[src/rtl/gdcd_pkg.sv]
// ----------------------------------------------------------------------------
// gdcd_pkg
// Shared types, constants and calendar tables for the date compare/diff unit.
// ----------------------------------------------------------------------------
`default_nettype none

package gdcd_pkg;

  localparam int DayW   = 5;
  localparam int MonW   = 4;
  localparam int YearW  = 14;
  localparam int DnumW  = 23;   // day number from 0000-01-01, years up to 16383
  localparam int DiffW  = 22;

  // highest year that still counts as a valid date
  localparam logic [15:0] YearMax = 16'd9999;

  // x / 100 == (x * 5243) >> 19 for every x below 43699
  localparam int          Div100MulW  = 13;
  localparam logic [12:0] Div100Mul   = 13'd5243;
  localparam int          Div100Shift = 19;
  localparam int          QuotW       = 8;   // quotients stay below 256
  localparam int          ProdW       = 28;

  typedef enum logic [1:0] {
    ORD_EQUAL   = 2'd0,
    ORD_EARLIER = 2'd1,
    ORD_LATER   = 2'd2
  } gdcd_order_e;

  typedef struct packed {
    logic [DayW-1:0]  day_first;
    logic [MonW-1:0]  month_first;
    logic [YearW-1:0] year_first;
    logic [DayW-1:0]  day_second;
    logic [MonW-1:0]  month_second;
    logic [YearW-1:0] year_second;
  } gdcd_in_t;

  typedef struct packed {
    logic             first_valid;
    logic             second_valid;
    logic             first_leap;
    logic             second_leap;
    logic [1:0]       order;
    logic [DiffW-1:0] days_apart;
  } gdcd_out_t;

  // load enables of the three date-conversion stages
  typedef struct packed {
    logic s1;
    logic s2;
    logic s3;
  } gdcd_pipe_en_t;

  // month length, zero for a month code outside 1..12
  function automatic logic [DayW-1:0] month_len(logic [MonW-1:0] m, logic leap);
    logic [DayW-1:0] len;
    case (m)
      4'd2:                                     len = leap ? 5'd29 : 5'd28;
      4'd4, 4'd6, 4'd9, 4'd11:                  len = 5'd30;
      4'd1, 4'd3, 4'd5, 4'd7, 4'd8, 4'd10, 4'd12: len = 5'd31;
      default:                                  len = 5'd0;
    endcase
    return len;
  endfunction

  // days before the first of the month in a common year
  function automatic logic [8:0] days_before(logic [MonW-1:0] m);
    logic [8:0] n;
    case (m)
      4'd2:    n = 9'd31;
      4'd3:    n = 9'd59;
      4'd4:    n = 9'd90;
      4'd5:    n = 9'd120;
      4'd6:    n = 9'd151;
      4'd7:    n = 9'd181;
      4'd8:    n = 9'd212;
      4'd9:    n = 9'd243;
      4'd10:   n = 9'd273;
      4'd11:   n = 9'd304;
      4'd12:   n = 9'd334;
      default: n = 9'd0;
    endcase
    return n;
  endfunction

endpackage

`default_nettype wire

[src/rtl/gdcd_day_num.sv]
// ----------------------------------------------------------------------------
// gdcd_day_num
// Three-stage conversion of one date into validity, leap flag and day number.
// ----------------------------------------------------------------------------
`default_nettype none

module gdcd_day_num import gdcd_pkg::*; (
  input  wire logic                clk_i,
  input  wire gdcd_pipe_en_t       en_i,
  input  wire logic [DayW-1:0]     day_i,
  input  wire logic [MonW-1:0]     month_i,
  input  wire logic [YearW-1:0]    year_i,
  output logic                     valid_o,
  output logic                     leap_o,
  output logic [DnumW-1:0]         dnum_o
);

  // stage 1: reciprocal multiplies for the century terms, 365 * year
  logic [YearW:0]      yp99, yp399;
  logic [ProdW-1:0]    py_d, p100_d, p400_d;
  logic [QuotW-1:0]    qy_q, q100_q, q400_q;
  logic [DnumW-1:0]    y365_d, y365_q;
  logic [YearW-1:0]    y1_q;
  logic [MonW-1:0]     m1_q;
  logic [DayW-1:0]     d1_q;

  assign yp99   = {1'b0, year_i} + 15'd99;
  assign yp399  = {1'b0, year_i} + 15'd399;
  assign py_d   = ProdW'(year_i) * ProdW'(Div100Mul);
  assign p100_d = ProdW'(yp99) * ProdW'(Div100Mul);
  assign p400_d = ProdW'(yp399[YearW:2]) * ProdW'(Div100Mul);   // ((y+399)/4)/100
  assign y365_d = DnumW'(year_i) * DnumW'(365);

  always_ff @(posedge clk_i) begin
    if (en_i.s1) begin
      qy_q   <= py_d[Div100Shift +: QuotW];
      q100_q <= p100_d[Div100Shift +: QuotW];
      q400_q <= p400_d[Div100Shift +: QuotW];
      y365_q <= y365_d;
      y1_q   <= year_i;
      m1_q   <= month_i;
      d1_q   <= day_i;
    end
  end

  // stage 2: leap rule, validity, year part of the day number
  logic [YearW-1:0]    rem100;
  logic [YearW:0]      yp3;
  logic                leap_d, valid_d;
  logic [DayW-1:0]     mlen;
  logic [DnumW-1:0]    base_d, base_q;
  logic                leap2_q, valid2_q;
  logic [MonW-1:0]     m2_q;
  logic [DayW-1:0]     d2_q;

  assign rem100  = y1_q - YearW'(YearW'(qy_q) * YearW'(100));
  assign leap_d  = (y1_q[1:0] == 2'b00) && ((rem100 != '0) || (qy_q[1:0] == 2'b00));
  assign mlen    = month_len(m1_q, leap_d);
  assign valid_d = (d1_q != '0) && (d1_q <= mlen) && ({2'b00, y1_q} <= YearMax);
  assign yp3     = {1'b0, y1_q} + 15'd3;
  assign base_d  = y365_q + DnumW'(yp3[YearW:2]) - DnumW'(q100_q) + DnumW'(q400_q);

  always_ff @(posedge clk_i) begin
    if (en_i.s2) begin
      base_q   <= base_d;
      leap2_q  <= leap_d;
      valid2_q <= valid_d;
      m2_q     <= m1_q;
      d2_q     <= d1_q;
    end
  end

  // stage 3: month and day part
  logic [DnumW-1:0] dnum_d, dnum_q;
  logic             leap3_q, valid3_q;

  assign dnum_d = base_q + DnumW'(days_before(m2_q))
                + DnumW'(leap2_q && (m2_q > 4'd2)) + DnumW'(d2_q) - DnumW'(1);

  always_ff @(posedge clk_i) begin
    if (en_i.s3) begin
      dnum_q   <= dnum_d;
      leap3_q  <= leap2_q;
      valid3_q <= valid2_q;
    end
  end

  assign valid_o = valid3_q;
  assign leap_o  = leap3_q;
  assign dnum_o  = dnum_q;

endmodule

`default_nettype wire

[src/rtl/gregorian_date_compare_and_diff_unit.sv]
// ----------------------------------------------------------------------------
// gregorian_date_compare_and_diff_unit
// Checks two Gregorian dates, orders them and gives the days between them.
// ----------------------------------------------------------------------------
// One item per clock cycle is taken while the input is not stalled, and each
// result is written to the output register. Each date runs through
// three register stages (century quotients by reciprocal multiply, then leap
// rule and year count, then month and day count); a fourth stage forms the
// absolute difference. Every stage holds its own valid bit and loads whenever
// it is empty or the stage after it moves, so bubbles close up under a stall
// and the input stall only rises once all four stages hold items. Validity
// accepts years 0..9999 (year 0 is a leap year); days_apart is 0 whenever
// either date is invalid, and the order compares the raw (year, month, day).
// ----------------------------------------------------------------------------
`default_nettype none

module gregorian_date_compare_and_diff_unit import gdcd_pkg::*; (
  input  wire logic      clk_i,
  input  wire logic      rst_ni,
  input  wire logic      in_valid_i,
  output logic           in_stall_o,
  input  wire gdcd_in_t  in_item_i,
  output logic           out_valid_o,
  input  wire logic      out_stall_i,
  output gdcd_out_t      out_item_o
);

  // stage valid bits, stage 4 is the output register
  logic s1_valid_q, s2_valid_q, s3_valid_q, out_valid_q;
  logic rdy1, rdy2, rdy3, rdy4;
  gdcd_pipe_en_t en;

  // a stage loads when it is empty or its successor moves on
  assign rdy4 = !out_valid_q || !out_stall_i;
  assign rdy3 = !s3_valid_q || rdy4;
  assign rdy2 = !s2_valid_q || rdy3;
  assign rdy1 = !s1_valid_q || rdy2;

  assign en.s1 = rdy1;
  assign en.s2 = rdy2;
  assign en.s3 = rdy3;

  assign in_stall_o = !rdy1;

  always_ff @(posedge clk_i or negedge rst_ni) begin
    if (!rst_ni) begin
      s1_valid_q  <= 1'b0;
      s2_valid_q  <= 1'b0;
      s3_valid_q  <= 1'b0;
      out_valid_q <= 1'b0;
    end else begin
      if (rdy1) s1_valid_q  <= in_valid_i;
      if (rdy2) s2_valid_q  <= s1_valid_q;
      if (rdy3) s3_valid_q  <= s2_valid_q;
      if (rdy4) out_valid_q <= s3_valid_q;
    end
  end

  // per-date conversion pipes
  logic             v_first, v_second, lp_first, lp_second;
  logic [DnumW-1:0] n_first, n_second;

  gdcd_day_num u_first (
    .clk_i   (clk_i),
    .en_i    (en),
    .day_i   (in_item_i.day_first),
    .month_i (in_item_i.month_first),
    .year_i  (in_item_i.year_first),
    .valid_o (v_first),
    .leap_o  (lp_first),
    .dnum_o  (n_first)
  );

  gdcd_day_num u_second (
    .clk_i   (clk_i),
    .en_i    (en),
    .day_i   (in_item_i.day_second),
    .month_i (in_item_i.month_second),
    .year_i  (in_item_i.year_second),
    .valid_o (v_second),
    .leap_o  (lp_second),
    .dnum_o  (n_second)
  );

  // order from raw fields, year most significant, carried alongside the pipes
  localparam int KeyW = YearW + MonW + DayW;
  logic [KeyW-1:0] key_first, key_second;
  gdcd_order_e     ord_d, ord1_q, ord2_q, ord3_q;

  assign key_first  = {in_item_i.year_first, in_item_i.month_first, in_item_i.day_first};
  assign key_second = {in_item_i.year_second, in_item_i.month_second, in_item_i.day_second};

  always_comb begin
    if (key_first == key_second) begin
      ord_d = ORD_EQUAL;
    end else if (key_first < key_second) begin
      ord_d = ORD_EARLIER;
    end else begin
      ord_d = ORD_LATER;
    end
  end

  always_ff @(posedge clk_i) begin
    if (en.s1) ord1_q <= ord_d;
    if (en.s2) ord2_q <= ord1_q;
    if (en.s3) ord3_q <= ord2_q;
  end

  // stage 4: absolute difference, forced to zero for an invalid date
  logic [DnumW-1:0] diff_abs;
  gdcd_out_t        out_d, out_q;

  assign diff_abs = (n_first >= n_second) ? (n_first - n_second) : (n_second - n_first);

  always_comb begin
    out_d.first_valid  = v_first;
    out_d.second_valid = v_second;
    out_d.first_leap   = lp_first;
    out_d.second_leap  = lp_second;
    out_d.order        = ord3_q;
    out_d.days_apart   = (v_first && v_second) ? diff_abs[DiffW-1:0] : '0;
  end

  always_ff @(posedge clk_i) begin
    if (rdy4) out_q <= out_d;
  end

  assign out_valid_o = out_valid_q;
  assign out_item_o  = out_q;

`ifndef SYNTH
  // an accepted item always lands in the first stage
  a_accept_loads: assert property (@(posedge clk_i) disable iff (!rst_ni)
    (in_valid_i && !in_stall_o) |=> s1_valid_q)
    else $error("accepted item missing from stage 1");

  // the input only stalls when the first stage holds an item
  a_stall_full: assert property (@(posedge clk_i) disable iff (!rst_ni)
    in_stall_o |-> s1_valid_q)
    else $error("input stalled with empty stage 1");

  // an invalid date yields no day count
  a_invalid_zero: assert property (@(posedge clk_i) disable iff (!rst_ni)
    (out_valid_o && (!out_item_o.first_valid || !out_item_o.second_valid))
      |-> (out_item_o.days_apart == '0))
    else $error("nonzero difference with an invalid date");

  // identical dates are zero days apart
  a_equal_zero: assert property (@(posedge clk_i) disable iff (!rst_ni)
    (out_valid_o && (out_item_o.order == ORD_EQUAL)) |-> (out_item_o.days_apart == '0))
    else $error("equal dates with nonzero difference");
`endif

endmodule

`default_nettype wire
[config.mk]
export PLATFORM = sky130hd
export DESIGN_NAME = gregorian_date_compare_and_diff_unit
export DESIGN_NICKNAME = d
export VERILOG_FILES = /design/src/rtl/gdcd_pkg.sv /design/src/rtl/gdcd_day_num.sv /design/src/rtl/gregorian_date_compare_and_diff_unit.sv
export SDC_FILE = /design/constraint.sdc
export NUM_CORES = 2
export LEC_CHECK = 0
export ABC_AREA = 0
export BUFFER_PORTS_ARGS = -buffer_cell sky130_fd_sc_hd__buf_2
export CORE_ASPECT_RATIO = 0.7
export CORE_MARGIN = 2
export CORE_UTILIZATION = 60
export DETAILED_ROUTE_END_ITERATION = 10
export PLACE_DENSITY = 0.77
export SETUP_SLACK_MARGIN = 0.2
export SLEW_MARGIN = 5
export SYNTH_ARGS = -nofsm -noshare
export SYNTH_HDL_FRONTEND = slang
export SYNTH_SLANG_ARGS = --single-unit
[constraint.sdc]
create_clock -name clk_i -period 18.8 [get_ports clk_i]
set_input_delay 5.64 -clock clk_i [delete_from_list [all_inputs] [get_ports clk_i]]
set_output_delay 5.64 -clock clk_i [all_outputs]
set_load 0.05 [all_outputs]
==> reports/qor.json <==
{
  "synthesis": {
    "synth_ff_type": "sky130_fd_sc_hd__edfxtp_1",
    "synthArstFlopShare": 0.01299,
    "yosys_register_bits": 308,
    "synth-edff-count": 286,
    "synth_sequential_area_ratio": 0.1974,
    "synthTopCellsByArea": "sky130_fd_sc_hd__ha_1, sky130_fd_sc_hd__fa_1, sky130_fd_sc_hd__edfxtp_1",
    "postSynthCellCount": 4490,
    "netlist.top_cell.by_area": "sky130_fd_sc_hd__ha_1",
    "synth.cell_area_mm2": 0.04584,
    "synth.top_cell.area_share": 0.2803,
    "ys_types": 79,
    "synth-warning-count": 0,
    "nets_in_the_synthesized_netlist": 6075,
    "syn_avg_cell_area_um2": 10.21
  },
  "layout": {
    "post-route-util": 0.6449,
    "areaGrowthSynthToFinish_pct": 6.022,
    "layout-drive-gt1-share": 0.03632,
    "most_common_cell_after_layout_fill_and_taps_aside": "sky130_fd_sc_hd__inv_1",
    "most-common-layout-cells": "sky130_fd_sc_hd__inv_1, sky130_fd_sc_hd__ha_1, sky130_fd_sc_hd__fa_1",
    "num-nets-final": 6185,
    "final_cell_count_no_fill": 5616
  },
  "placement": {
    "numPortBuffers": 79,
    "dp_slack_ns": 5.718,
    "placedCellCount": 5552,
    "final_wtd_congestion": 0.9428,
    "dp_hpwl_um": 86810
  },
  "critical_path": {
    "critPathRequiredTime_ns": 13.16,
    "crit_path_max_fanout": 35,
    "r2r-start": "u_first.y1_q[1]",
    "timing.setup.critical_path_class": "in -> out",
    "setup.worst_path.end_class": "primary output",
    "critPathLaunch": "out_stall_i",
    "cp-start-kind": "input pin",
    "worst-endpoint-arrival_ns": 7.25
  },
  "floorplanning": {
    "floorplan.die.width_um": 334.4,
    "die-height_um": 235.3,
    "top_level_i_o_count": 80,
    "die_area_mm2": 0.07866,
    "placeableCoreArea_mm2": 0.07536,
    "initial_standard_cell_utilization_of_the_core": 0.6083,
    "placementRows": 84
  },
  "global_routing": {
    "grt-ovfl-total": 0,
    "wire_length_of_the_first_global_routing_pass_um": 164500,
    "vias_in_the_first_global_route": 31070,
    "grt_start_max_net_pins": 57,
    "antenna_found_initial": 3,
    "grt_usage": 0.2636
  },
  "clock_network": {
    "cts_tree": "done",
    "clk_pin_slew_ns": 0.06,
    "cts_buffer_depth": 3,
    "post_cts_resized": 0,
    "cts_htree_levels": 2,
    "postCtsSetupRepairBufs": 0,
    "cts_buffers": 35,
    "post_cts_hold_buffer_count": 0,
    "clkSinkCount": 308,
    "cts.root.buffer_cell": "sky130_fd_sc_hd__clkbuf_16",
    "worst_skew_pair_later_pin_latency_ns": 0.56
  },
  "run_status": {
    "outcome": "completed"
  },
  "timing": {
    "setup_viol": 0,
    "timing.slew.headroom": 0.2199,
    "max_freq_mhz": 77.60,
    "period_needed_ns": 12.89,
    "tns_ns": 0,
    "timing_hold_violations_final": 0,
    "post-route-worst-setup-slack_ns": 5.913,
    "finalMaxSlewViolations": 0,
    "timing_worst_slew_pin_value_ns": 1.162,
    "grt_setup_unrepaired": "false",
    "finalCritPeriodShare": 0.6855,
    "fin_worst_skew_ns": 0.03275
  },
  "run": {
    "cap_viol_max_count": 0
  },
  "hold_path": {
    "holdCritPathClass": "reg -> reg",
    "worstHoldStart": "ord3_q[1]"
  },
  "detailed_routing": {
    "drtPass1Iterations": 5,
    "remaining_drc_errors": 0,
    "detail-route-antenna-nets": 0,
    "routed-via-count": 30860,
    "routed_wirelength_um": 101500,
    "post_drt_wl_per_cell_um": 18.07,
    "route.detailed.vias_per_inst": 5.496,
    "drt-initial-drc-count": 2260
  }
}
[cell families (layout without fill, tap and decap cells)]
logic type               Yosys count  in the layout  synth area share
AND/OR/NAND/NOR                  627            627           0.06519
buffers and inverters           1144           1280           0.09439
flip-flops                       308            308            0.1974
adder cells (fa/ha/maj)         1535           1535            0.5022
multiplexers                      32             32          0.007124
XOR/XNOR                         266            266           0.05083
AO/OA/AOI/OAI                    578            578           0.08285
other                              0              1                 0
[metrics by stage]
step / area [um2] / hold slack, ns
floorplan: 45840 / 0.4003
global placement: 47460 / 0.4009
detailed placement: 47460 / 0.4045
CTS: 48590 / 0.3957
global route: 48600 / 0.4062
finish: 48600 / 0.4036
[worst max-delay path, stage by stage]
cell	delay, ns
sky130_fd_sc_hd__buf_2	0.12
sky130_fd_sc_hd__nand4_1	0.07
sky130_fd_sc_hd__buf_4	0.32
sky130_fd_sc_hd__inv_1	0.21
sky130_fd_sc_hd__nand2_4	0.54
sky130_fd_sc_hd__inv_1	0.08
sky130_fd_sc_hd__buf_2	0.23
[cell usage after synthesis (all sizes together) (27+ instances only)]
library cell,count
o21a,51
a21oi,165
nand2b,38
xnor2,204
a21o,64
nor2,192
inv,1130
edfxtp,286
mux2i,27
nand2,139
nor2b,55
nand3,51
ha,1027
nor3,55
xor2,62
o21ai,117
fa,508
[final timing paths]
path                                            to  slack, ns  cells after the start
worst max-delay path                    in_stall_o       5.91                      7
min in group asynchronous              out_valid_o       4.89                      1
worst max register to register  u_first.base_q[22]      13.16                     19
worst min register to register      out_item_o[23]       0.40                      0
max in group asynchronous               s3_valid_q      13.78                      1
worst min-delay path                out_item_o[23]       0.40                      0
[metal layers]
layer	GRT usage	wire, um	share of wire	vias to the layer above
li1	-	-	-	14930
met1	0.4032	48790	0.48	14920
met2	0.3915	42710	0.42	898
met3	0.05198	8213	0.081	117
met4	0.04423	1741	0.017	0
met5	0	0	0	-
[area by class of cell]
| type | count | area, um2 |
|---|---|---|
| Clock buffer | 48 | 944.7 |
| Inverter | 1130 | 4242 |
| Clock inverter | 15 | 192.7 |
| Timing Repair Buffer | 87 | 455.4 |
| Sequential cell | 308 | 9049 |
| Multi-Input combinational cell | 3038 | 32470 |
| Fill cell | 5950 | 26760 |
| Antenna cell | 1 | 2.502 |
| Tap cell | 989 | 1237 |
[registers in the layout, indices dropped and copies added (netlist names), 8 cells and up, named ones only]
name             count
out_item_o          28
u_first.base_q      23
u_first.dnum_o      23
u_first.q100_q       8
u_first.qy_q         8
u_first.y1_q        14
u_first.y365_q      21
u_second.base_q     23
u_second.dnum_o     23
u_second.q100_q      8
u_second.qy_q        8
u_second.y1_q       14
u_second.y365_q     21
Power is not shown: default switching activity piles up to over one toggle a cycle in this logic, so the estimate is an artifact.
